===== src/rtl/core/mbps_pkg.sv =====
// ---------------------------------------------------------------------------
// mbps_pkg
// Shared types, constants and helpers for the metaball pixel shader core.
// ---------------------------------------------------------------------------
package mbps_pkg;

  // Image and color constants
  localparam int ImageWidth     = 128;
  localparam int ImageHeight    = 128;
  localparam int FalloffEntries = 512;
  localparam logic [23:0] PaperColor = 24'hFFFFFF;

  // Field ramp and ripple constants
  localparam int FieldLo  = 120;
  localparam int FieldHi  = 280;
  localparam int DistShift = 4;
  localparam int RingSpan = 52;
  localparam int RingCap  = 110;
  localparam int RingMin  = 4;

  // Widths
  localparam int CoordW = 7;
  localparam int PosW   = 9;
  localparam int D2W    = 19;   // squared distance, pixel to any center
  localparam int QW     = 9;    // clamped, quantized distance
  localparam int R2W    = 14;   // radius squared
  localparam int NumW   = 22;   // falloff dividend, r2 << 8
  localparam int DenW   = 14;   // falloff divisor
  localparam int QuotW  = 10;   // falloff quotient, always below 1024
  localparam int DivBits   = 2;
  localparam int DivStages = QuotW / DivBits;
  localparam int NumStages = 10;

  // Configuration register indexes
  typedef enum logic [2:0] {
    REG_BLOB_A_X    = 3'd0,
    REG_BLOB_A_Y    = 3'd1,
    REG_BLOB_B_X    = 3'd2,
    REG_BLOB_B_Y    = 3'd3,
    REG_RADIUS      = 3'd4,
    REG_ACCENT      = 3'd5,
    REG_RING_AMOUNT = 3'd6,
    REG_RING_PHASE  = 3'd7
  } cfg_reg_t;

  // Ripple result traveling alongside the falloff dividers
  typedef struct packed {
    logic       hit;
    logic [7:0] alpha;
  } ring_t;

  // Ripple envelope: ramps up over 12 phase steps, down over the other 51
  typedef logic [63:0][7:0] env_arr_t;

  function automatic env_arr_t build_env();
    env_arr_t e;
    for (int i = 0; i < 64; i++) begin
      if (i < 12) e[i] = 8'((i * 255) / 12);
      else        e[i] = 8'(((63 - i) * 255) / 51);
    end
    return e;
  endfunction

  localparam env_arr_t RingEnv = build_env();

  // Squared distance between an unsigned pixel and a signed center
  function automatic logic [D2W-1:0] sq_dist(input logic [CoordW-1:0] px,
                                             input logic [CoordW-1:0] py,
                                             input logic signed [PosW-1:0] cx,
                                             input logic signed [PosW-1:0] cy);
    logic signed [PosW:0]     dx;
    logic signed [PosW:0]     dy;
    logic signed [2*PosW+1:0] sx;
    logic signed [2*PosW+1:0] sy;
    dx = $signed({3'b000, px}) - {cx[PosW-1], cx};
    dy = $signed({3'b000, py}) - {cy[PosW-1], cy};
    sx = dx * dx;
    sy = dy * dy;
    return D2W'(sx[D2W-2:0]) + D2W'(sy[D2W-2:0]);
  endfunction

  // Blend one channel from paper toward accent by alpha, rounding down
  function automatic logic [7:0] blend(input logic [7:0] p, input logic [7:0] c,
                                       input logic [7:0] a);
    logic signed [8:0]  diff;
    logic signed [17:0] prod;
    logic signed [17:0] step;
    diff = $signed({1'b0, c}) - $signed({1'b0, p});
    prod = 18'(diff) * $signed({10'd0, a});
    step = prod >>> 8;
    return 8'(step) + p;
  endfunction

endpackage


===== src/rtl/core/mbps_div.sv =====
// ---------------------------------------------------------------------------
// mbps_div
// Pipelined restoring divider for the falloff term, two quotient bits per
// stage. Stage enables come from the owner's stall chain.
// ---------------------------------------------------------------------------
module mbps_div (
  input  logic                            clk,
  input  logic [mbps_pkg::DivStages-1:0]  en,
  input  logic [mbps_pkg::NumW-1:0]       num,
  input  logic [mbps_pkg::DenW-1:0]       den,
  output logic [mbps_pkg::QuotW-1:0]      quot
);
  import mbps_pkg::*;

  logic [DenW-1:0]  rem_q  [DivStages];
  logic [QuotW-1:0] low_q  [DivStages];
  logic [QuotW-1:0] quo_q  [DivStages];
  logic [DenW-1:0]  den_q  [DivStages];

  for (genvar s = 0; s < DivStages; s++) begin : g_stage
    logic [DenW-1:0]  rem_in;
    logic [QuotW-1:0] low_in;
    logic [QuotW-1:0] quo_in;
    logic [DenW-1:0]  den_in;
    logic [DenW-1:0]  rem_next;
    logic [QuotW-1:0] low_next;
    logic [QuotW-1:0] quo_next;

    // Stage input: the operands for the first stage, else the previous stage
    if (s == 0) begin : g_first
      assign rem_in = DenW'(num[NumW-1:QuotW]);
      assign low_in = num[QuotW-1:0];
      assign quo_in = '0;
      assign den_in = den;
    end else begin : g_next
      assign rem_in = rem_q[s-1];
      assign low_in = low_q[s-1];
      assign quo_in = quo_q[s-1];
      assign den_in = den_q[s-1];
    end

    // Shift in dividend bits, trial subtract per bit
    always_comb begin
      logic [DenW:0] t;
      rem_next = rem_in;
      low_next = low_in;
      quo_next = quo_in;
      for (int b = 0; b < DivBits; b++) begin
        t        = {rem_next, low_next[QuotW-1]};
        low_next = low_next << 1;
        quo_next = quo_next << 1;
        if (t >= {1'b0, den_in}) begin
          t           = t - {1'b0, den_in};
          quo_next[0] = 1'b1;
        end
        rem_next = t[DenW-1:0];
      end
    end

    always_ff @(posedge clk) begin
      if (en[s]) begin
        rem_q[s] <= rem_next;
        low_q[s] <= low_next;
        quo_q[s] <= quo_next;
        den_q[s] <= den_in;
      end
    end
  end

  assign quot = quo_q[DivStages-1];

endmodule


===== src/rtl/core/metaball_pixel_shader_core.sv =====
// ---------------------------------------------------------------------------
// metaball_pixel_shader_core
// Shades one pixel per transaction from two metaball fields and a ripple.
// ---------------------------------------------------------------------------
// Pipeline: ten register stages; out_valid is the valid bit of the last stage.
// Throughput: one pixel per cycle while out_ready is high; the two falloff dividers are 5-stage pipes.
// Each stage holds while the next one is full and stalled; bubbles collapse.
// Reset: valid bits clear, configuration registers return to their reset values; datapath registers are not reset.
module metaball_pixel_shader_core (
  input  logic                          clk,
  input  logic                          rst,
  input  logic                          in_valid,
  output logic                          in_ready,
  input  logic [mbps_pkg::CoordW-1:0]   pixel_x,
  input  logic [mbps_pkg::CoordW-1:0]   pixel_y,
  output logic                          out_valid,
  input  logic                          out_ready,
  output logic [15:0]                   pixel_color,
  output logic [7:0]                    coverage,
  input  logic                          cfg_we,
  input  logic [2:0]                    cfg_index,
  input  logic [23:0]                   cfg_data
);
  import mbps_pkg::*;

  // Configuration registers
  logic signed [PosW-1:0] blob_a_x, blob_a_y, blob_b_x, blob_b_y;
  logic [6:0]             blob_radius;
  logic [23:0]            accent_rgb;
  logic [8:0]             ring_amount;
  logic [5:0]             ring_phase;

  always_ff @(posedge clk) begin
    if (rst) begin
      blob_a_x    <= 9'sd64;
      blob_a_y    <= 9'sd64;
      blob_b_x    <= 9'sd64;
      blob_b_y    <= 9'sd64;
      blob_radius <= '0;
      accent_rgb  <= '0;
      ring_amount <= '0;
      ring_phase  <= '0;
    end else if (cfg_we) begin
      unique case (cfg_reg_t'(cfg_index))
        REG_BLOB_A_X:    blob_a_x    <= cfg_data[8:0];
        REG_BLOB_A_Y:    blob_a_y    <= cfg_data[8:0];
        REG_BLOB_B_X:    blob_b_x    <= cfg_data[8:0];
        REG_BLOB_B_Y:    blob_b_y    <= cfg_data[8:0];
        REG_RADIUS:      blob_radius <= cfg_data[6:0];
        REG_ACCENT:      accent_rgb  <= cfg_data;
        REG_RING_AMOUNT: ring_amount <= cfg_data[8:0];
        REG_RING_PHASE:  ring_phase  <= cfg_data[5:0];
        default: ;
      endcase
    end
  end

  // Radius clamp and derived terms
  logic [6:0]     rad;
  logic [R2W-1:0] r2;
  assign rad = (blob_radius < 7'd2) ? 7'd2 : blob_radius;
  assign r2  = R2W'(rad) * R2W'(rad);

  // Stall chain: a stage loads when it is empty or its successor loads
  logic [NumStages:1]   vld;
  logic [NumStages+1:1] en;

  always_comb begin
    en[NumStages+1] = out_ready;
    for (int i = NumStages; i >= 1; i--) begin
      en[i] = !vld[i] || en[i+1];
    end
  end

  assign in_ready = en[1];

  always_ff @(posedge clk) begin
    if (rst) begin
      vld <= '0;
    end else begin
      if (en[1]) vld[1] <= in_valid;
      for (int i = 2; i <= NumStages; i++) begin
        if (en[i]) vld[i] <= vld[i-1];
      end
    end
  end

  // Stage 1: squared distances
  logic [D2W-1:0] d2a_1, d2b_1, d2c_1;

  always_ff @(posedge clk) begin
    if (en[1]) begin
      d2a_1 <= sq_dist(pixel_x, pixel_y, blob_a_x, blob_a_y);
      d2b_1 <= sq_dist(pixel_x, pixel_y, blob_b_x, blob_b_y);
      d2c_1 <= sq_dist(pixel_x, pixel_y, PosW'(ImageWidth / 2), PosW'(ImageHeight / 2));
    end
  end

  // Stage 2: divisor setup and ripple band limits
  logic [DenW-1:0] dena_2, denb_2;
  logic [NumW-1:0] num_2;
  logic [D2W-1:0]  d2c_2;
  logic [15:0]     lo_2 [2];
  logic [15:0]     hi_2 [2];
  logic [16:0]     eprod_2 [2];

  function automatic logic [DenW-1:0] divisor(input logic [D2W-1:0] d2,
                                              input logic [R2W-1:0] rsq);
    logic [D2W-DistShift-1:0] q;
    logic [QW-1:0]            qc;
    q  = d2[D2W-1:DistShift];
    qc = (q >= (D2W-DistShift)'(FalloffEntries)) ? QW'(FalloffEntries - 1) : q[QW-1:0];
    return (DenW'(qc) << DistShift) + DenW'(rsq[R2W-1:2]) + DenW'(1);
  endfunction

  always_ff @(posedge clk) begin
    if (en[2]) begin
      logic [5:0] ph;
      logic [7:0] rr;
      dena_2 <= divisor(d2a_1, r2);
      denb_2 <= divisor(d2b_1, r2);
      num_2  <= {r2, 8'd0};
      d2c_2  <= d2c_1;
      for (int k = 0; k < 2; k++) begin
        ph         = ring_phase + 6'(k * 32);
        rr         = 8'(rad) + 8'd6 + 8'((12'(ph) * 12'(RingSpan)) >> 6);
        lo_2[k]    <= (16'(rr) - 16'd2) * (16'(rr) - 16'd2);
        hi_2[k]    <= (16'(rr) + 16'd2) * (16'(rr) + 16'd2);
        eprod_2[k] <= 17'(RingEnv[ph]) * 17'(ring_amount);
      end
    end
  end

  // Falloff dividers, stages 3 to 7
  logic [QuotW-1:0] qa_7, qb_7;

  mbps_div u_div_a (
    .clk  (clk),
    .en   (en[2+DivStages:3]),
    .num  (num_2),
    .den  (dena_2),
    .quot (qa_7)
  );

  mbps_div u_div_b (
    .clk  (clk),
    .en   (en[2+DivStages:3]),
    .num  (num_2),
    .den  (denb_2),
    .quot (qb_7)
  );

  // Stage 3: ripple hit test and strength, first band wins
  function automatic logic [7:0] ring_alpha(input logic [16:0] x);
    logic [8:0] q0;
    logic [9:0] r;
    logic [8:0] q;
    q0 = x[16:8];
    r  = 10'(x[7:0]) + 10'(q0);
    if (r >= 10'd510)      q = q0 + 9'd2;
    else if (r >= 10'd255) q = q0 + 9'd1;
    else                   q = q0;
    return (q > 9'(RingCap)) ? 8'(RingCap) : q[7:0];
  endfunction

  ring_t ring_q [3:2+DivStages];
  ring_t ring_3;

  always_comb begin
    logic hit0, hit1;
    hit0 = (d2c_2 >= D2W'(lo_2[0])) && (d2c_2 <= D2W'(hi_2[0]));
    hit1 = (d2c_2 >= D2W'(lo_2[1])) && (d2c_2 <= D2W'(hi_2[1]));
    ring_3.hit   = hit0 || hit1;
    ring_3.alpha = hit0 ? ring_alpha(eprod_2[0]) : ring_alpha(eprod_2[1]);
  end

  always_ff @(posedge clk) begin
    if (en[3]) ring_q[3] <= ring_3;
    for (int s = 4; s <= 2 + DivStages; s++) begin
      if (en[s]) ring_q[s] <= ring_q[s-1];
    end
  end

  // Stage 8: field sum, ramp and ripple select
  logic [7:0] alpha_8;
  logic       ring_sel_8;

  always_ff @(posedge clk) begin
    if (en[8]) begin
      logic [QuotW:0] f;
      logic [7:0]     a;
      logic [13:0]    ramp;
      logic           use_ring;
      f    = (QuotW+1)'(qa_7) + (QuotW+1)'(qb_7);
      ramp = 14'(f - (QuotW+1)'(FieldLo)) * 14'd51;
      if (f <= (QuotW+1)'(FieldLo))      a = 8'd0;
      else if (f >= (QuotW+1)'(FieldHi)) a = 8'd255;
      else                               a = ramp[12:5];
      use_ring   = (a == 8'd0) && (ring_amount > 9'(RingMin)) && ring_q[2+DivStages].hit;
      alpha_8    <= use_ring ? ring_q[2+DivStages].alpha : a;
      ring_sel_8 <= use_ring;
    end
  end

  // Stage 9: per-channel blend
  logic [7:0] red_9, grn_9, blu_9, alpha_9;

  always_ff @(posedge clk) begin
    if (en[9]) begin
      red_9   <= blend(PaperColor[23:16], accent_rgb[23:16], alpha_8);
      grn_9   <= blend(PaperColor[15:8],  accent_rgb[15:8],  alpha_8);
      blu_9   <= blend(PaperColor[7:0],   accent_rgb[7:0],   alpha_8);
      alpha_9 <= alpha_8;
    end
  end

  // Stage 10: RGB565 pack into the output register
  always_ff @(posedge clk) begin
    if (en[10]) begin
      pixel_color <= {red_9[7:3], grn_9[7:2], blu_9[7:3]};
      coverage    <= alpha_9;
    end
  end

  assign out_valid = vld[NumStages];

  // Checks
  a_full_when_blocked: assert property (@(posedge clk) disable iff (rst)
    !in_ready |-> (&vld))
    else $error("input blocked while a stage is empty");

  a_accept_lands: assert property (@(posedge clk) disable iff (rst)
    (in_valid && in_ready) |=> vld[1])
    else $error("accepted transaction did not reach stage 1");

  a_ring_cap: assert property (@(posedge clk) disable iff (rst)
    (vld[8] && ring_sel_8) |-> (alpha_8 <= 8'(RingCap)))
    else $error("ripple alpha above cap");

endmodule


===== config.mk =====
export PLATFORM = sky130hd
export DESIGN_NAME = metaball_pixel_shader_core
export DESIGN_NICKNAME = d
export VERILOG_FILES = /design/src/rtl/core/mbps_pkg.sv /design/src/rtl/core/mbps_div.sv /design/src/rtl/core/metaball_pixel_shader_core.sv
export SDC_FILE = /design/constraint.sdc
export NUM_CORES = 2
export LEC_CHECK = 0
export CORE_ASPECT_RATIO = 1.75
export CORE_UTILIZATION = 40
export CTS_CLUSTER_DIAMETER = 200
export DETAILED_ROUTE_END_ITERATION = 8
export DONT_BUFFER_PORTS = 1
export GPL_TIMING_DRIVEN = 0
export MAX_ROUTING_LAYER = met4
export SYNTH_ARGS = -nofsm -noshare
export SYNTH_HDL_FRONTEND = slang
export SYNTH_SLANG_ARGS = --single-unit

===== constraint.sdc =====
create_clock -name clk -period 11.32 [get_ports clk]
set_clock_uncertainty 0.2 [all_clocks]
set_input_delay 0.566 -clock clk [delete_from_list [all_inputs] [get_ports clk]]
set_output_delay 0.566 -clock clk [all_outputs]
set_load 0.02 [all_outputs]

## Word level (Yosys, flattened, before mapping)

Memories as Yosys holds them, arrays and structs flattened. A register that Yosys moved wholly into a read port is not among the register bits.
Cells that the tools add are included.

- Bits in registers: 274
- Memory bits (writable): 603
- ROM bits: 1024
- Input port bits: 46
- Output and inout bits: 26
- Logic and storage cells: 270
- Memories kept: 14

Memory list:

| name | words | bits a word | read ports | clocked after memory_dff | wr ports | line | text |
|---|---|---|---|---|---|---|---|
| (no name shown) | 64 | 8 | 1 | 0 | 0 | metaball_pixel_shader_core.sv:129 | `eprod_2[k] <= 17'(RingEnv[ph]) * 17'(ring_amount);` |
| (no name shown) | 64 | 8 | 1 | 1 | 0 | metaball_pixel_shader_core.sv:129 |  |
| u_div_a.den_q | 5 | 14 | 4 | 0 | 5 | mbps_div.sv:18 | `logic [DenW-1:0] den_q [DivStages];` |
| u_div_a.rem_q | 5 | 14 | 4 | 0 | 5 | mbps_div.sv:15 | `logic [DenW-1:0] rem_q [DivStages];` |
| u_div_b.den_q | 5 | 14 | 4 | 0 | 5 | mbps_div.sv:18 |  |
| u_div_b.rem_q | 5 | 14 | 4 | 0 | 5 | mbps_div.sv:15 |  |
| +8 memories | - | - | - | - | - | - |  |

- $add $sub $neg: 55
- Multipliers: 19
- $lt $le $gt $ge: 38
- Equality and inequality tests: 7
- Multiplexer cells: 70
- Reduce and logical (&&, ||, !) cells: 35

Operator list:

| operator | count |
|---|---|
| $mux 14 | 20 |
| $ge 15x14->1 | 18 |
| $sub 14x14->14 | 18 |
| $mul 9x9->16 | 7 |
| $mul 10x10->18 | 4 |
| $mux 8 | 9 |
| $add 18x18->19 | 3 |
| $mux 9 | 6 |
| $sub 8x9->10 | 4 |
| $ge 19x16->1 | 2 |
| $le 19x16->1 | 2 |
| $mul 8x9->17 | 2 |
| $mul 8x8->16 | 2 |
| $mux 1 | 32 |
| $ge 15x10->1 const B | 2 |
| $add 13x12->14 | 2 |
| $add 14x1->14 const B | 2 |
| $ge 13x14->1 | 2 |
| $sub 13x14->14 | 2 |
| $sub 8x8->9 const B | 3 |
| $add 8x8->8 const B | 3 |
| $add 8x9->10 | 2 |
| $ge 10x8->1 const B | 2 |
| $ge 10x9->1 const B | 2 |
| 30 further kinds | 73 |

## Depth between registers and ports, before layout

- Depth in word-level cells: 12
- Gate-level depth with buffers: 42
- Mapped depth without buffers: 42

## Hierarchy

From an unflattened synthesis, not the netlist that was laid out.

- Cell total of the unflattened synthesis: 8916
- Area, all modules: 85474.5 µm²

Modules (own cells, without submodules):

| module | times used | cells each | area an instance (µm²) | sequential area each (µm²) |
|---|---|---|---|---|
| metaball_pixel_shader_core | 1 | 6452 | 60305.3 | 10890.4 |
| mbps_div at u_div_a | 1 | 1263 | 12801.0 | 4864.7 |
| mbps_div at u_div_b | 1 | 1201 | 12368.1 | 4864.7 |

## Worst setup path before layout

No wires, ideal clock.

- Path type: register -> register
- Start: reg ring_phase[2]
- End: mem lo_2[1][15], in the netlist lo_2[0][31], data pin
- Setup time: 260 ps
- Arrival time: 8737 ps
- Required time: 10860 ps
- Path slack: 2123 ps
- Stages on the path, launching flop included: 41
- Buffers on the path: 0
- Period minus slack after synthesis: 9197 ps
- Cell sequence: dfxtp_1 > clkinv_1 > ha_1 > xor2_1 > ha_1 > a21oi_1 > inv_1 > ha_1 > a221o_1 > a21o_1 > a21oi_1 > xnor2_1 > ha_1 > a21o_1 > a21oi_1 > xnor2_1 > nand4b_1 > xor2_1 > [... 5 more ...] > inv_1 > fa_1 > fa_1 > inv_1 > fa_1 > inv_1 > ha_1 > inv_1 > nor2_1 > nor2_1 > o21bai_1 > a21oi_1 > nor2b_1 > o21a_1 > nor2_1 > o21bai_1 > a21oi_1 > xnor2_1

RTL lines:

| item | line | text |
|---|---|---|
| from (decl) | metaball_pixel_shader_core.sv:31 | `logic [5:0] ring_phase;` |
| from (signal assigned) | metaball_pixel_shader_core.sv:52 | `REG_RING_PHASE: ring_phase <= cfg_data[5:0];` |
| to (decl) | metaball_pixel_shader_core.sv:103 | `logic [15:0] lo_2 [2];` |

==> Flow_metrics.wiki <==
{| class="wikitable"
! Metric !! Value
|-
| H-tree levels || 3
|-
| Pins over their slew limit || 9
|-
| Class of the tightest hold or removal check || in -> reg
|-
| Post-synth EDFFs || about 560
|-
| Flip-flop and latch count after synthesis || between 600 and 700
|-
| Pre-CTS setup slack || ~0.32 ns
|-
| Total clock sinks || roughly 660
|-
| Critical Path Start || ring_phase[2]
|-
| Slowest stage delay, CP || just over 0.6 ns
|-
| Most frequent CP cell || sky130_fd_sc_hd__inv_1
|-
| Wl on met1 || 67800 microns
|-
| Count of boundary I/O pins || just over 70
|-
| Shortest clock period the worst path allows after layout || ~11 ns
|-
| Root buffer selected by CTS || sky130_fd_sc_hd__clkbuf_16
|-
| Cell with the biggest individual delay on the critical path || sky130_fd_sc_hd__dfxtp_1
|-
| Final HPWL DP || 166000 microns
|-
| Global-route wire length before repair || 319000 microns
|-
| FFs w/ async S/R, synth || 0%
|-
| Critical Path AT || approximately 11 ns
|-
| Die Ht || 599 microns
|-
| P&R area growth vs syn || 8.05%
|-
| ANT nets after route || 0
|-
| Count of buffers inserted at the top-level ports || 0
|-
| Number of global-route vias before repair || 63600
|-
| Highest Signal Layer || met4
|-
| Post-Synthesis Cells || roughly 8600
|-
| Clock tree from TritonCTS || built
|-
| Top area cells in the synthesized netlist || sky130_fd_sc_hd__edfxtp_1, sky130_fd_sc_hd__fa_1, sky130_fd_sc_hd__ha_1, sky130_fd_sc_hd__inv_1, sky130_fd_sc_hd__xnor2_1
|-
| Total Wirelength || a little under 200000 microns
|-
| Commonest cells after routing, fill and taps aside || sky130_fd_sc_hd__inv_1, sky130_fd_sc_hd__ha_1, sky130_fd_sc_hd__fa_1, sky130_fd_sc_hd__nand2_1, sky130_fd_sc_hd__edfxtp_1
|-
| Commonest non-fill, non-tap cell in the layout || sky130_fd_sc_hd__inv_1
|-
| Length of routed met3 wiring || between 5000 and 6000 microns
|-
| Worst Hold Margin || around 0.046 ns
|-
| Critical Path Sink Type || flip-flop
|-
| Core area || a little over 200000 sq um
|-
| Hold Path Depth || 2
|-
| Final Hold Vio Count || 0
|-
| Fraction of final layout cells with drive strength greater than 1 || around 4.8%
|-
| Antenna violations before repair || 6
|-
| Part of the Yosys area used for sequential elements || between 20% and 30%
|-
| Number of buffers added by the clock tree synthesis step || 73
|-
| Largest net degree at the start of global routing || 70
|-
| Syn_area_per_cell || between 9 and 10 sq um
|-
| Final Core Density || between 40% and 50%
|-
| Average via count per standard cell || about 5
|-
| Setup-failing EPs final || 0
|-
| Kind of cell with the highest combined delay on the critical path || adder cells
|-
| HP Start || pixel_x[0]
|-
| Overflow left after global routing || 0
|-
| Area leader, netlist || sky130_fd_sc_hd__edfxtp_1
|-
| Router iterations before antenna repair || 7
|-
| Status || finished with violations
|-
| Syn. warnings || 0
|-
| Fraction of post-synthesis cell area in the top cell type by area || approximately 21%
|-
| Global placement routability congestion || around 0.93
|-
| Worst reg2reg path startpoint || ring_phase[2]
|-
| Buffer and inverter count on the worst path || 7
|-
| Total length of routed met2 wires || 112000 microns
|-
| Worst slew slack as a fraction of its limit || -4.60%
|-
| Reg clk slew, reported paths || ~0.060 ns
|-
| All-layer global routing usage || between 20% and 30%
|-
| Site Rows || 218
|-
| Buffers inserted by post-CTS timing repair || 0
|-
| Setup TNS || 0 ns
|-
| Transition at the pin with the smallest max-transition slack || between 1.5 and 2 ns
|-
| Setup CP Type || reg -> reg
|-
| Portion of the clock cycle consumed by the worst path in the final layout || between 90 and 100%
|-
| Depth of the critical timing path with buffers and inverters included || 40
|-
| Initial Utilization || 40.3%
|-
| Post-synthesis cell type count || a little over 100
|-
| Kind of start point of the critical path || flip-flop
|-
| Number of cells on the worst reg-to-reg path || 40
|-
| Crit path max fanout || 11
|-
| Clock insertion delay at the later pin of the skew report || 0.67 ns
|-
| Final setup slack of the worst path || about 0.55 ns
|-
| DR vias || roughly 58000
|-
| Failing checks || capacitance limit, slew limit
|-
| Number of design-rule violations left by the first detailed-router iteration || 2011
|-
| Total DRC errors in the routed layout || 0
|-
| Area of the die || a little over 200000 sq um
|-
| Worst Path Required || approximately 12 ns
|-
| Final #Nets || ~11000
|-
| Number of maximum-capacitance constraint violations || 1
|-
| Routed length per instance || about 17 microns
|-
| Buffers from clock root to sink, at most || 3
|-
| Cell area after synthesis || approximately 82000 sq um
|-
| Ys flop type || sky130_fd_sc_hd__edfxtp_1
|-
| Fmax || 92.8 MHz
|-
| DIE WIDTH || ~340 microns
|}
[area by class of cell]
class	instances	area [sq um]
fillers	19500	114000
multi-input cells	6203	56400
flip-flops and latches	663	18900
inverters	1564	5870
well taps	2640	3300
clock buffers	82	1900
clock inverters	52	666
plain buffers	139	539
repair buffers	36	490
diodes	5	12.5
[worst paths after layout]
kind,endpoint,slack (ns)
setup / recovery,lo_2[0][15],0.55
hold / removal,d2c_1[2],0.05
setup reg to reg,lo_2[0][15],0.55
hold reg to reg,coverage[6],0.21
[kinds of logic (layout without fill, tap and decap cells)]
family | Yosys count | count (layout) | synth area share, %
compound gates | 1305 | 1305 | 10.3
xor+xnor | 652 | 652 | 7.00
fa+ha+maj | 1885 | 1885 | 36.5
buf+inv | 1704 | 1873 | 7.86
flops | 663 | 663 | 23.2
mux | 202 | 202 | 2.75
other cells | 2 | 17 | 0.00921
simple gates | 2147 | 2147 | 12.4
[metrics by stage]
stage / cell area, sq um / instances
after floorplan: 81600 / 8570
after global placement: 84900 / 11200
after detailed placement: 85200 / 11200
after CTS: 88000 / 11400
after global routing: 88100 / 11400
final: 88100 / 11400
[registers in the layout, summed over array words and instances (netlist names), 19 cells and up, named ones only]
| name | flops |
|---|---|
| accent_rgb | 24 |
| d2c_1 | 19 |
| d2c_2 | 19 |
| eprod_2 | 34 |
| hi_2 | 28 |
| lo_2 | 27 |
| ring_q | 45 |
| u_div_a.den_q | 56 |
| u_div_a.quo_q | 30 |
| u_div_a.rem_q | 56 |
| u_div_b.den_q | 40 |
| u_div_b.quo_q | 30 |
| u_div_b.rem_q | 56 |
[cell usage after synthesis, types with 75 or more instances]
cell type,instances
sky130_fd_sc_hd__nor2b_1,114
sky130_fd_sc_hd__ha_1,1059
sky130_fd_sc_hd__edfxtp_1,563
sky130_fd_sc_hd__fa_1,823
sky130_fd_sc_hd__clkbuf_1,122
sky130_fd_sc_hd__nor3_1,110
sky130_fd_sc_hd__o21ai_0,247
sky130_fd_sc_hd__inv_1,1548
sky130_fd_sc_hd__a21oi_1,424
sky130_fd_sc_hd__dfxtp_1,100
sky130_fd_sc_hd__a21o_1,190
sky130_fd_sc_hd__xnor2_1,476
sky130_fd_sc_hd__nor2_1,541
sky130_fd_sc_hd__nand2_1,729
sky130_fd_sc_hd__mux2_2,171
sky130_fd_sc_hd__xor2_1,176
sky130_fd_sc_hd__and2_1,268
sky130_fd_sc_hd__nand3_1,92
sky130_fd_sc_hd__o21bai_1,75
[repair_timing]
| action | in CTS | in global routing |
|---|---|---|
| gates resized for setup | 0 | 17 |
| hold buffers | 23 | 0 |
| hold endpoints to repair | 38 | 0 |
| endpoints found under the setup margin | 0 | 5 |
[per-layer routing]
metal	up-vias	GRT usage (%)
li1	28400	-
met1	28700	18.6
met2	843	39.8
met3	455	2.16
met4	0	9.70
met5	-	-
[worst register-to-register path, delay by kind of cell, from the launching register on]
| family | cells | cell delay, ns |
|---|---|---|
| buffers and inverters | 7 | 0.96 |
| and+or+nand+nor | 8 | 1.12 |
| adders and majority gates | 11 | 4.47 |
| xor gates and xnor gates | 5 | 1.60 |
| DFF | 1 | 0.62 |
| AOI/OAI and AO/OA | 9 | 1.54 |
Power is not shown: default switching activity piles up to over one toggle a cycle in this logic, so the estimate is an artifact.
